[src/sha256bs_pkg.sv]
// Shared types, constants and functions of the SHA-256 byte stream hasher.
// It depends on nothing and is imported by every module of the block.
package sha256bs_pkg;

  localparam logic       REQ_ABSORB = 1'b0;
  localparam logic       REQ_FINISH = 1'b1;
  localparam logic [7:0] PAD_MARKER = 8'h80;
  localparam logic [5:0] FILL_LAST  = 6'h3F;
  localparam logic [5:0] FILL_LEN   = 6'h38;
  localparam logic [5:0] ROUND_LAST = 6'h3F;
  localparam logic [2:0] WORD_LAST  = 3'h7;
  localparam logic [63:0] BITS_PER_BYTE = 64'd8;

  typedef enum logic [2:0] {
    ST_IDLE,
    ST_PAD,
    ST_COMPRESS,
    ST_UPDATE,
    ST_OUT
  } state_t;

  // Controls of the message schedule window.
  typedef struct packed {
    logic       shift_byte;
    logic [7:0] byte_val;
    logic       round_step;
    logic       expand;
  } sched_ctl_t;

  // Controls of the round unit and hash registers.
  typedef struct packed {
    logic       init_hash;
    logic       load_vars;
    logic       round_step;
    logic [5:0] round_idx;
    logic       add_hash;
    logic [2:0] out_idx;
  } core_ctl_t;

  function automatic logic [31:0] hash_init(input logic [2:0] idx);
    logic [31:0] v;
    case (idx)
      3'd0: v = 32'h6a09e667;
      3'd1: v = 32'hbb67ae85;
      3'd2: v = 32'h3c6ef372;
      3'd3: v = 32'ha54ff53a;
      3'd4: v = 32'h510e527f;
      3'd5: v = 32'h9b05688c;
      3'd6: v = 32'h1f83d9ab;
      default: v = 32'h5be0cd19;
    endcase
    return v;
  endfunction

  function automatic logic [31:0] round_k(input logic [5:0] idx);
    logic [31:0] v;
    case (idx)
      6'd0:  v = 32'h428a2f98; 6'd1:  v = 32'h71374491;
      6'd2:  v = 32'hb5c0fbcf; 6'd3:  v = 32'he9b5dba5;
      6'd4:  v = 32'h3956c25b; 6'd5:  v = 32'h59f111f1;
      6'd6:  v = 32'h923f82a4; 6'd7:  v = 32'hab1c5ed5;
      6'd8:  v = 32'hd807aa98; 6'd9:  v = 32'h12835b01;
      6'd10: v = 32'h243185be; 6'd11: v = 32'h550c7dc3;
      6'd12: v = 32'h72be5d74; 6'd13: v = 32'h80deb1fe;
      6'd14: v = 32'h9bdc06a7; 6'd15: v = 32'hc19bf174;
      6'd16: v = 32'he49b69c1; 6'd17: v = 32'hefbe4786;
      6'd18: v = 32'h0fc19dc6; 6'd19: v = 32'h240ca1cc;
      6'd20: v = 32'h2de92c6f; 6'd21: v = 32'h4a7484aa;
      6'd22: v = 32'h5cb0a9dc; 6'd23: v = 32'h76f988da;
      6'd24: v = 32'h983e5152; 6'd25: v = 32'ha831c66d;
      6'd26: v = 32'hb00327c8; 6'd27: v = 32'hbf597fc7;
      6'd28: v = 32'hc6e00bf3; 6'd29: v = 32'hd5a79147;
      6'd30: v = 32'h06ca6351; 6'd31: v = 32'h14292967;
      6'd32: v = 32'h27b70a85; 6'd33: v = 32'h2e1b2138;
      6'd34: v = 32'h4d2c6dfc; 6'd35: v = 32'h53380d13;
      6'd36: v = 32'h650a7354; 6'd37: v = 32'h766a0abb;
      6'd38: v = 32'h81c2c92e; 6'd39: v = 32'h92722c85;
      6'd40: v = 32'ha2bfe8a1; 6'd41: v = 32'ha81a664b;
      6'd42: v = 32'hc24b8b70; 6'd43: v = 32'hc76c51a3;
      6'd44: v = 32'hd192e819; 6'd45: v = 32'hd6990624;
      6'd46: v = 32'hf40e3585; 6'd47: v = 32'h106aa070;
      6'd48: v = 32'h19a4c116; 6'd49: v = 32'h1e376c08;
      6'd50: v = 32'h2748774c; 6'd51: v = 32'h34b0bcb5;
      6'd52: v = 32'h391c0cb3; 6'd53: v = 32'h4ed8aa4a;
      6'd54: v = 32'h5b9cca4f; 6'd55: v = 32'h682e6ff3;
      6'd56: v = 32'h748f82ee; 6'd57: v = 32'h78a5636f;
      6'd58: v = 32'h84c87814; 6'd59: v = 32'h8cc70208;
      6'd60: v = 32'h90befffa; 6'd61: v = 32'ha4506ceb;
      6'd62: v = 32'hbef9a3f7;
      default: v = 32'hc67178f2;
    endcase
    return v;
  endfunction

  function automatic logic [31:0] big_sigma0(input logic [31:0] x);
    return {x[1:0], x[31:2]} ^ {x[12:0], x[31:13]} ^ {x[21:0], x[31:22]};
  endfunction

  function automatic logic [31:0] big_sigma1(input logic [31:0] x);
    return {x[5:0], x[31:6]} ^ {x[10:0], x[31:11]} ^ {x[24:0], x[31:25]};
  endfunction

  function automatic logic [31:0] small_sigma0(input logic [31:0] x);
    return {x[6:0], x[31:7]} ^ {x[17:0], x[31:18]} ^ {3'b000, x[31:3]};
  endfunction

  function automatic logic [31:0] small_sigma1(input logic [31:0] x);
    return {x[16:0], x[31:17]} ^ {x[18:0], x[31:19]} ^ {10'b0, x[31:10]};
  endfunction

endpackage

[src/sha256bs_sched.sv]
// Message schedule window of the SHA-256 hasher: byte packing and word expansion.
// Depends on sha256bs_pkg.
module sha256bs_sched
  import sha256bs_pkg::*;
(
  input  logic        clk,
  input  sched_ctl_t  ctl,
  output logic [31:0] sched_word
);

  logic [31:0] window [16];
  logic [31:0] expanded;

  // The window shifts down by one word each round, so every tap is fixed.
  assign expanded = window[0] + small_sigma1(window[14]) + window[9]
                  + small_sigma0(window[1]);
  assign sched_word = ctl.expand ? expanded : window[0];

  always_ff @(posedge clk) begin
    if (ctl.shift_byte) begin
      for (int i = 0; i < 15; i++) begin
        window[i] <= {window[i][23:0], window[i+1][31:24]};
      end
      window[15] <= {window[15][23:0], ctl.byte_val};
    end else if (ctl.round_step) begin
      for (int i = 0; i < 15; i++) begin
        window[i] <= window[i+1];
      end
      window[15] <= sched_word;
    end
  end

endmodule

[src/sha256bs_core.sv]
// Shared SHA-256 round unit with the working variables and the hash words.
// Depends on sha256bs_pkg.
module sha256bs_core
  import sha256bs_pkg::*;
(
  input  logic        clk,
  input  logic        rst,
  input  core_ctl_t   ctl,
  input  logic [31:0] sched_word,
  output logic [31:0] hash_word
);

  logic [31:0] hash_words [8];
  logic [31:0] vars [8];
  logic [31:0] t1;
  logic [31:0] t2;
  logic [31:0] ch;
  logic [31:0] maj;

  assign ch  = (vars[4] & vars[5]) ^ (~vars[4] & vars[6]);
  assign maj = (vars[0] & vars[1]) ^ (vars[0] & vars[2]) ^ (vars[1] & vars[2]);
  assign t1  = vars[7] + big_sigma1(vars[4]) + ch + round_k(ctl.round_idx) + sched_word;
  assign t2  = big_sigma0(vars[0]) + maj;

  assign hash_word = hash_words[ctl.out_idx];

  always_ff @(posedge clk) begin
    if (rst || ctl.init_hash) begin
      for (int i = 0; i < 8; i++) begin
        hash_words[i] <= hash_init(3'(i));
      end
    end else if (ctl.add_hash) begin
      for (int i = 0; i < 8; i++) begin
        hash_words[i] <= hash_words[i] + vars[i];
      end
    end
  end

  always_ff @(posedge clk) begin
    if (ctl.load_vars) begin
      for (int i = 0; i < 8; i++) begin
        vars[i] <= hash_words[i];
      end
    end else if (ctl.round_step) begin
      vars[7] <= vars[6];
      vars[6] <= vars[5];
      vars[5] <= vars[4];
      vars[4] <= vars[3] + t1;
      vars[3] <= vars[2];
      vars[2] <= vars[1];
      vars[1] <= vars[0];
      vars[0] <= t1 + t2;
    end
  end

endmodule

[src/sha256_byte_stream_hasher_unit.sv]
// Top level of the SHA-256 byte stream hasher: sequencer, byte counter and bit count.
// Depends on sha256bs_pkg, sha256bs_sched and sha256bs_core.
//
// The unit hashes a byte stream with SHA-256. An absorb item carries one message
// byte and is taken while the unit is idle. Every 64th byte starts a compression
// that runs one round per cycle through a single shared round unit and then folds
// the result into the hash words; in_stall is high while it runs. A finish item
// appends the standard padding one byte per cycle (the 0x80 marker, zero bytes up
// to byte 56 of a block, then the 64-bit bit count, big-endian), compressing once
// or twice on the way, and then presents the eight digest words as eight items,
// word 0 first, with last_word set on the eighth. The data byte of a finish item is
// ignored. The bit count wraps modulo 2^64. When the eighth word is taken the unit
// returns to the initial hash state and is ready for a new message.
module sha256_byte_stream_hasher_unit
  import sha256bs_pkg::*;
(
  input  logic        clk,
  input  logic        rst,
  input  logic        in_valid,
  output logic        in_stall,
  input  logic        req_type,
  input  logic [7:0]  data_byte,
  output logic        out_valid,
  input  logic        out_stall,
  output logic [31:0] digest_word,
  output logic [2:0]  word_index,
  output logic        last_word
);

  state_t      state;
  state_t      state_next;
  logic [5:0]  fill;
  logic [63:0] message_bits;
  logic [5:0]  round_cnt;
  logic [2:0]  out_idx;
  logic        finishing;
  logic        len_phase;

  logic        in_acc;
  logic        out_acc;
  logic        out_done;
  logic        push;
  logic [7:0]  push_byte;
  logic [7:0]  len_byte;
  logic [2:0]  len_sel;
  logic        use_len;
  logic [31:0] sched_word;
  sched_ctl_t  sched_ctl;
  core_ctl_t   core_ctl;

  assign in_acc   = in_valid && !in_stall;
  assign out_acc  = out_valid && !out_stall;
  assign out_done = out_acc && (out_idx == WORD_LAST);

  // Length bytes go out most significant first, one per fill position 56..63.
  assign len_sel  = WORD_LAST - fill[2:0];
  assign len_byte = message_bits[{len_sel, 3'b000} +: 8];
  assign use_len  = len_phase || (fill == FILL_LEN);

  // Next state.
  always_comb begin
    state_next = state;
    case (state)
      ST_IDLE: begin
        if (in_acc) begin
          if (fill == FILL_LAST) begin
            state_next = ST_COMPRESS;
          end else if (req_type == REQ_FINISH) begin
            state_next = ST_PAD;
          end
        end
      end
      ST_PAD: begin
        if (fill == FILL_LAST) begin
          state_next = ST_COMPRESS;
        end
      end
      ST_COMPRESS: begin
        if (round_cnt == ROUND_LAST) begin
          state_next = ST_UPDATE;
        end
      end
      ST_UPDATE: begin
        if (!finishing) begin
          state_next = ST_IDLE;
        end else if (len_phase) begin
          state_next = ST_OUT;
        end else begin
          state_next = ST_PAD;
        end
      end
      ST_OUT: begin
        if (out_done) begin
          state_next = ST_IDLE;
        end
      end
      default: state_next = ST_IDLE;
    endcase
  end

  // Outputs and datapath controls.
  always_comb begin
    in_stall  = 1'b1;
    out_valid = 1'b0;
    push      = 1'b0;
    push_byte = data_byte;
    core_ctl  = '0;
    case (state)
      ST_IDLE: begin
        in_stall  = 1'b0;
        push      = in_acc;
        push_byte = (req_type == REQ_FINISH) ? PAD_MARKER : data_byte;
      end
      ST_PAD: begin
        push      = 1'b1;
        push_byte = use_len ? len_byte : 8'h00;
      end
      ST_COMPRESS: begin
        core_ctl.round_step = 1'b1;
      end
      ST_UPDATE: begin
        core_ctl.add_hash = 1'b1;
      end
      ST_OUT: begin
        out_valid          = 1'b1;
        core_ctl.init_hash = out_done;
      end
      default: begin
        in_stall = 1'b1;
      end
    endcase
    // The working variables are loaded from the hash words on the byte that completes a block.
    core_ctl.load_vars = push && (fill == FILL_LAST);
    core_ctl.round_idx = round_cnt;
    core_ctl.out_idx   = out_idx;

    sched_ctl.shift_byte = push;
    sched_ctl.byte_val   = push_byte;
    sched_ctl.round_step = (state == ST_COMPRESS);
    sched_ctl.expand     = (round_cnt[5:4] != 2'b00);
  end

  assign word_index = out_idx;
  assign last_word  = (out_idx == WORD_LAST);

  always_ff @(posedge clk) begin
    if (rst) begin
      state        <= ST_IDLE;
      fill         <= '0;
      message_bits <= '0;
      round_cnt    <= '0;
      out_idx      <= '0;
      finishing    <= 1'b0;
      len_phase    <= 1'b0;
    end else begin
      state <= state_next;
      if (push) begin
        fill <= fill + 6'd1;
      end
      if (state == ST_COMPRESS) begin
        round_cnt <= round_cnt + 6'd1;
      end
      if (in_acc && req_type == REQ_ABSORB) begin
        message_bits <= message_bits + BITS_PER_BYTE;
      end else if (out_done) begin
        message_bits <= '0;
      end
      if (in_acc && req_type == REQ_FINISH) begin
        finishing <= 1'b1;
      end else if (out_done) begin
        finishing <= 1'b0;
      end
      if (state == ST_PAD && use_len) begin
        len_phase <= 1'b1;
      end else if (out_done) begin
        len_phase <= 1'b0;
      end
      if (out_acc) begin
        out_idx <= out_idx + 3'd1;
      end
    end
  end

  sha256bs_sched u_sched (
    .clk        (clk),
    .ctl        (sched_ctl),
    .sched_word (sched_word)
  );

  sha256bs_core u_core (
    .clk        (clk),
    .rst        (rst),
    .ctl        (core_ctl),
    .sched_word (sched_word),
    .hash_word  (digest_word)
  );

endmodule

[config.mk]
export PLATFORM = sky130hd
export DESIGN_NAME = sha256_byte_stream_hasher_unit
export DESIGN_NICKNAME = d
export VERILOG_FILES = /design/src/sha256bs_pkg.sv /design/src/sha256bs_sched.sv /design/src/sha256bs_core.sv /design/src/sha256_byte_stream_hasher_unit.sv
export SDC_FILE = /design/constraint.sdc
export NUM_CORES = 2
export LEC_CHECK = 0
export BUFFER_PORTS_ARGS = -buffer_cell sky130_fd_sc_hd__buf_2
export CAP_MARGIN = 20
export CORE_MARGIN = 3
export CORE_UTILIZATION = 59
export CTS_CLUSTER_SIZE = 28
export DETAILED_ROUTE_END_ITERATION = 16
export PLACE_DENSITY = 0.86
export SYNTH_ARGS = -nofsm -noshare
export SYNTH_HDL_FRONTEND = slang
export SYNTH_SLANG_ARGS = --single-unit
[constraint.sdc]
create_clock -name clk -period 16.76 [get_ports clk]
set_input_delay 3.352 -clock clk [delete_from_list [all_inputs] [get_ports clk]]
set_output_delay 3.352 -clock clk [all_outputs]
set_load 0.1 [all_outputs]
Word level (Yosys, flattened, before mapping):

Memory sizes are Yosys's and may differ from the RTL's. A register that Yosys moved wholly into a read port is not among the register bits.
Index checks and enable logic that the tools add are counted.

* add/subtract/negate cells: 23
* reductions and logical operators: 16
* eq/ne operators: 13
* multiplexer cells: 82
* shift operators: 1
* bitwise operators: 50

Operator list (count)
* $mux 32: 41
* $add 32x32->32: 18
* $xor 32x32->32: 9
* $and 32x32->32: 5
* $mux 64: 2
* $add 64x4->64 const B: 1
* $shiftx 64x7->8: 1
* $not 32->32: 1
* $or 1x1->1: 32
* $xor 32x22->32: 1
* $xor 32x29->32: 1
* $mux 3: 10
* $mux 1: 22
* $eq 6x6->1 const B: 3
* $mux 8: 2
* $pmux 8 s2: 1
* $pmux 3 s5: 1
* $add 6x1->6 const B: 2
* $mux 6: 2
* $reduce_bool 2->1: 4
* $logic_and 1x1->1: 7
* $eq 3x2->1 const B: 2
* $eq 3x3->1 const B: 2
* $ne 2x2->1 const B: 3
* 11 further kinds: 12

* logic and storage cells: 196
* memories: 4
* output and inout bits: 38
* memory bits (read-only): 2048
* RAM bits: 1024
* register bits: 84

Memory list
* (no name shown): words 64, bits a word 32, read ports 1, clocked after memory_dff 1, wr ports 0, line sha256bs_pkg.sv:57 `case (idx)`
* u_sched.window: words 16, bits a word 32, read ports 16, clocked after memory_dff 0, wr ports 16, line sha256bs_sched.sv:11 `logic [31:0] window [16];`
* u_core.hash_words: words 8, bits a word 32, read ports 9, clocked after memory_dff 1, wr ports 8, line sha256bs_core.sv:13 `logic [31:0] hash_words [8];`
* u_core.vars: words 8, bits a word 32, read ports 8, clocked after memory_dff 0, wr ports 8, line sha256bs_core.sv:14 `logic [31:0] vars [8];`

Logic depth before layout (Yosys ltp):

* word-level depth: 9
* gate-level depth with buffers: 45
* depth with buffers taken out: 44

By module:

A second synthesis with hierarchy kept.

* cells, all modules: 7209
* area total of the unflattened synthesis: 76313.2 um^2

Modules (own cells, without submodules)
* sha256bs_core: seq. area each 15374.7 um^2, cells each 4849, times used 1, area an instance 45152.1 um^2
* sha256bs_sched: seq. area each 15374.7 um^2, cells each 1801, times used 1, area an instance 26447.9 um^2
* sha256_byte_stream_hasher_unit: seq. area each 1621.6 um^2, cells each 559, times used 1, area an instance 4713.3 um^2

Worst setup path after synthesis:

No wires, ideal clock.

* kind: input-to-reg
* from: input in_valid
* to: memory u_sched.window[0][0] (enable)
* stages on the path: 5
* path buffers: 3
* arrival: 12.700 ns
* setup time: 3.632 ns
* slack: 0.428 ns
* cell sequence: clkbuf_2 -> o21ai_1 -> clkbuf_1 -> clkbuf_1 -> nand2_1

RTL lines
* from (decl): line sha256_byte_stream_hasher_unit.sv:19 `input logic in_valid,`
* to (decl): line sha256bs_sched.sv:11

==> summary.md <==
| Metric | Value |
|---|---|
| Clk sinks | `1140` |
| R2R depth | `39` |
| Status | `completed` |
| Skew final | `0.0327 ns` |
| Post-CTS setup repair buffer count | `0` |
| Die H | `365 microns` |
| Max-slew violation count | `0` |
| Fillers | `9863` |
| CP Class | `reg2reg` |
| Sequential share of the synthesized area | `43.6%` |
| Initial antenna violation count | `6` |
| Critical-path top delay cell | `fa_1` |
| Final wirelength | `231 mm` |
| Synthesis-to-layout area growth | `7.10%` |
| Die Wd | `365 microns` |
| Hold Path Class | `reg2reg` |
| Synth Net Count | `8731` |
| Nets | `8523` |
| Post-cts repair resize count | `0` |
| Share of layout cells above drive strength 1 | `5.97%` |
| Routability Congestion | `1.03` |
| Crit path from | `u_sched.window[0][468]` |
| Crit share post-route | `62.7%` |
| Rel. slew slack | `13.2%` |
| Routed vias | `61100` |
| HPWL after DPL | `167 mm` |
| FFs w/ async S/R, synth | `0%` |
| Cts bufs inserted | `121` |
| Core Area | `127000 sq um` |
| Largest net degree at the start of global routing | `247` |
| Max_cap viols | `0` |
| CTS tree | `done` |
| Critical path startpoint category | `flip-flop` |
| Drt wl/cell | `23.8 microns` |
| Post-DRT Antenna Nets | `0` |
| Setup_tns | `0 ns` |
| Worst-Margin Slew | `1.29 ns` |
| Die area | `133000 sq um` |
| First-pass GRT wire length | `349 mm` |
| Yosys reg bits | `1140` |
| Finished Cell Area | `81300 sq um` |
| DR pass1 iterations | `7` |
| Reg clk slew, reported paths | `0.06 ns` |
| EDFF count, synth | `1024` |
| Register-to-register setup slack | `6.25 ns` |
| Area after DPL | `77100 sq um` |
| Most used cell along the critical path | `fa_1` |
| Syn Area/Cell | `9.34 sq um` |
| Crit-path max FO | `5` |
| Worst vdd ir | `113 uV` |
| Num rows | `130` |
| Clock root buffer | `clkbuf_16` |
| Io pins | `51` |
| Clock Latency Late Sink | `0.77 ns` |
| FMAX | `0.0951 GHz` |
| Clock Path Buffers | `3` |
| P per Cell Area | `118 nW/um^2` |
| Tot GR Track Use | `34.4%` |
| Initial DRC Count | `7974` |
| DRC Markers | `0` |
| Hold buffers post-CTS | `0` |
| P_leak | `33.4 nW` |
| Final Critical Period | `10.51 ns` |
| Vias in the first global route | `58900` |
| H-tree depth | `3` |
| Peak per-stage delay on the critical path | `0.61 ns` |
| Synth warn | `0` |
| Crit path to | `u_core.vars[0][31]` |
| Crit end category | `flip-flop` |
| Initial Util | `59.9%` |
| Cell area after synthesis | `75900 sq um` |
| RSZ-0062 raised after global routing | `no` |
| Mapped Cells | `8129` |
| Vias/cell | `6.31` |
| Data arrival, critical path | `10.98 ns` |
| Final hold vios | `0` |
| CP required | `17.23 ns` |
| FF-to-FF End | `u_core.vars[0][31]` |
| Gr ovfl total | `0` |
| RR Startpoint | `u_sched.window[0][468]` |
| Netlist cell types | `96` |
| Final setup fails | `0` |
| Synth Flop Type | `edfxtp_1` |
| Port Buffers | `50` |
[routing by layer]
metal	global-route usage (%)	vias to the layer above	routed length [microns]
li1	-	27600	-
met1	44.3	29400	87200
met2	53.5	3351	104000
met3	7.15	789	22500
met4	21.1	2	17100
met5	0	-	10
[cells in the final DEF, fill, tap and decap left out, types with 38 or more instances in the layout]
master,netlist,routed
mux4_2,79,79
dfxtp_1,116,114
nand2_1,2416,2412
o21a_1,80,79
a31oi_1,43,43
nor3_1,67,67
nand3_1,116,116
fa_1,195,195
a21oi_1,430,429
a211oi_1,44,44
nor2b_1,57,57
mux2_2,41,41
buf_2,15,50
nand2b_1,57,56
ha_1,394,394
mux2i_1,41,41
clkbuf_16,0,123
o21ai_0,395,395
and3_1,38,38
a21o_1,166,166
edfxtp_1,1024,1024
buf_4,3,50
o211ai_1,56,56
xnor2_1,374,374
inv_1,368,368
nor2_1,417,416
xor2_1,203,203
[critical path, delay by kind of cell (launching register included)]
family | cells | cell delay, ns
AOI/OAI and AO/OA | 16 | 3.87
xor gates and xnor gates | 6 | 1.07
adders and majority gates | 9 | 3.94
buffers and inverters | 5 | 0.33
DFF | 1 | 0.50
and+or+nand+nor | 3 | 0.51
[sequential cells by signal, summed over array words and instances, names as in the netlist, named ones only]
signal             count
fill                   6
finishing              1
len_phase              1
message_bits          61
round_cnt              6
state                  3
u_core.hash_words    256
u_core.vars          256
u_sched.window       512
word_index             3
[worst min path at each step]
stage | start | end | slack, ns | cells after the start
2_1_floorplan | fill[5] | fill[5] | 0.45 | 2
3_3_place_gp | fill[5] | fill[5] | 0.46 | 2
3_5_place_dp | message_bits[62] | message_bits[62] | 0.49 | 2
4_1_cts | message_bits[35] | message_bits[35] | 0.50 | 2
5_1_grt | message_bits[62] | message_bits[62] | 0.53 | 2
6_report | fill[5] | fill[5] | 0.50 | 2
[cell families (layout without fill, tap and decap cells)]
family | Yosys count | after routing | share of synthesized area, %
and+or+nand+nor | 3369 | 3369 | 18.3
AOI/OAI and AO/OA | 1460 | 1460 | 12.0
DFF | 1140 | 1140 | 43.6
buffers and inverters | 812 | 708 | 4.06
adders and majority gates | 607 | 607 | 11.9
xor gates and xnor gates | 580 | 580 | 6.73
muxes | 161 | 161 | 3.49
other | 0 | 1 | 0
[cell usage after synthesis, types with 14 or more instances]
library cell  count  share of area [%]
buf_1            22               0.11
o21ai_0         395                2.6
and3_1           38               0.31
ha_1            394                6.5
and2_1           27               0.22
xor2_1          203                2.3
mux2i_1          41               0.54
maj3_1           18               0.24
fa_1            195                5.1
a21o_1          166                1.6
inv_1           368                1.8
clkbuf_1        399                2.0
a221oi_1         20               0.23
buf_2            15              0.099
dfxtp_1         116                3.1
o21a_1           80               0.79
nand2b_1         57               0.47
or2_2            30               0.25
nor2_1          417                2.1
or3_1            37               0.30
mux2_2           41               0.61
nand2_1        2416                 12
nand4_1          35               0.29
o31ai_1          19               0.19
o21bai_1         34               0.34
a31oi_1          43               0.35
o211ai_1         56               0.55
mux4_2           79                2.3
nand3_1         116               0.76
nor2b_1          57               0.47
a211oi_1         44               0.44
edfxtp_1       1024                 41
o311ai_0         17               0.20
nor3_1           67               0.44
a21oi_1         430                2.8
xnor2_1         374                4.3
nor4_1           15               0.12
and4_1           14               0.16
[layout make-up]
cell class | count | area (sq um) | share of cell area [%]
antenna | 1 | 2.50 | 0.00308
clock buffer | 151 | 3210 | 3.95
clock inverter | 76 | 852 | 1.05
inverter | 371 | 1390 | 1.71
multi-input combinational | 6177 | 39800 | 49.0
sequential | 1140 | 33100 | 40.7
tap | 1650 | 2060 | 2.54
timing repair buffer | 110 | 863 | 1.06
[power by group]
part / internal (mW) / switching (mW) / leakage (nW) / total (mW)
clock network: 1.59 / 1.21 / 1.99 / 2.80
logic: 1.29 / 1.94 / 20.8 / 3.24
registers: 3.35 / 0.189 / 10.7 / 3.54
[metrics by stage]
step	hold WS (ns)	std cells	setup slack (ns)	power [mW]	util (%)
floorplan	0.454	8129	0.428	5.96	-
global route	0.526	9675	5.71	10.1	64.2
finish	0.498	9676	6.25	9.58	64.2
detailed placement	0.488	9440	6.47	6.73	60.8
CTS	0.497	9667	6.43	9.52	64.0
global placement	0.464	9440	6.65	6.69	60.8
(Power assumes the default switching activity.)
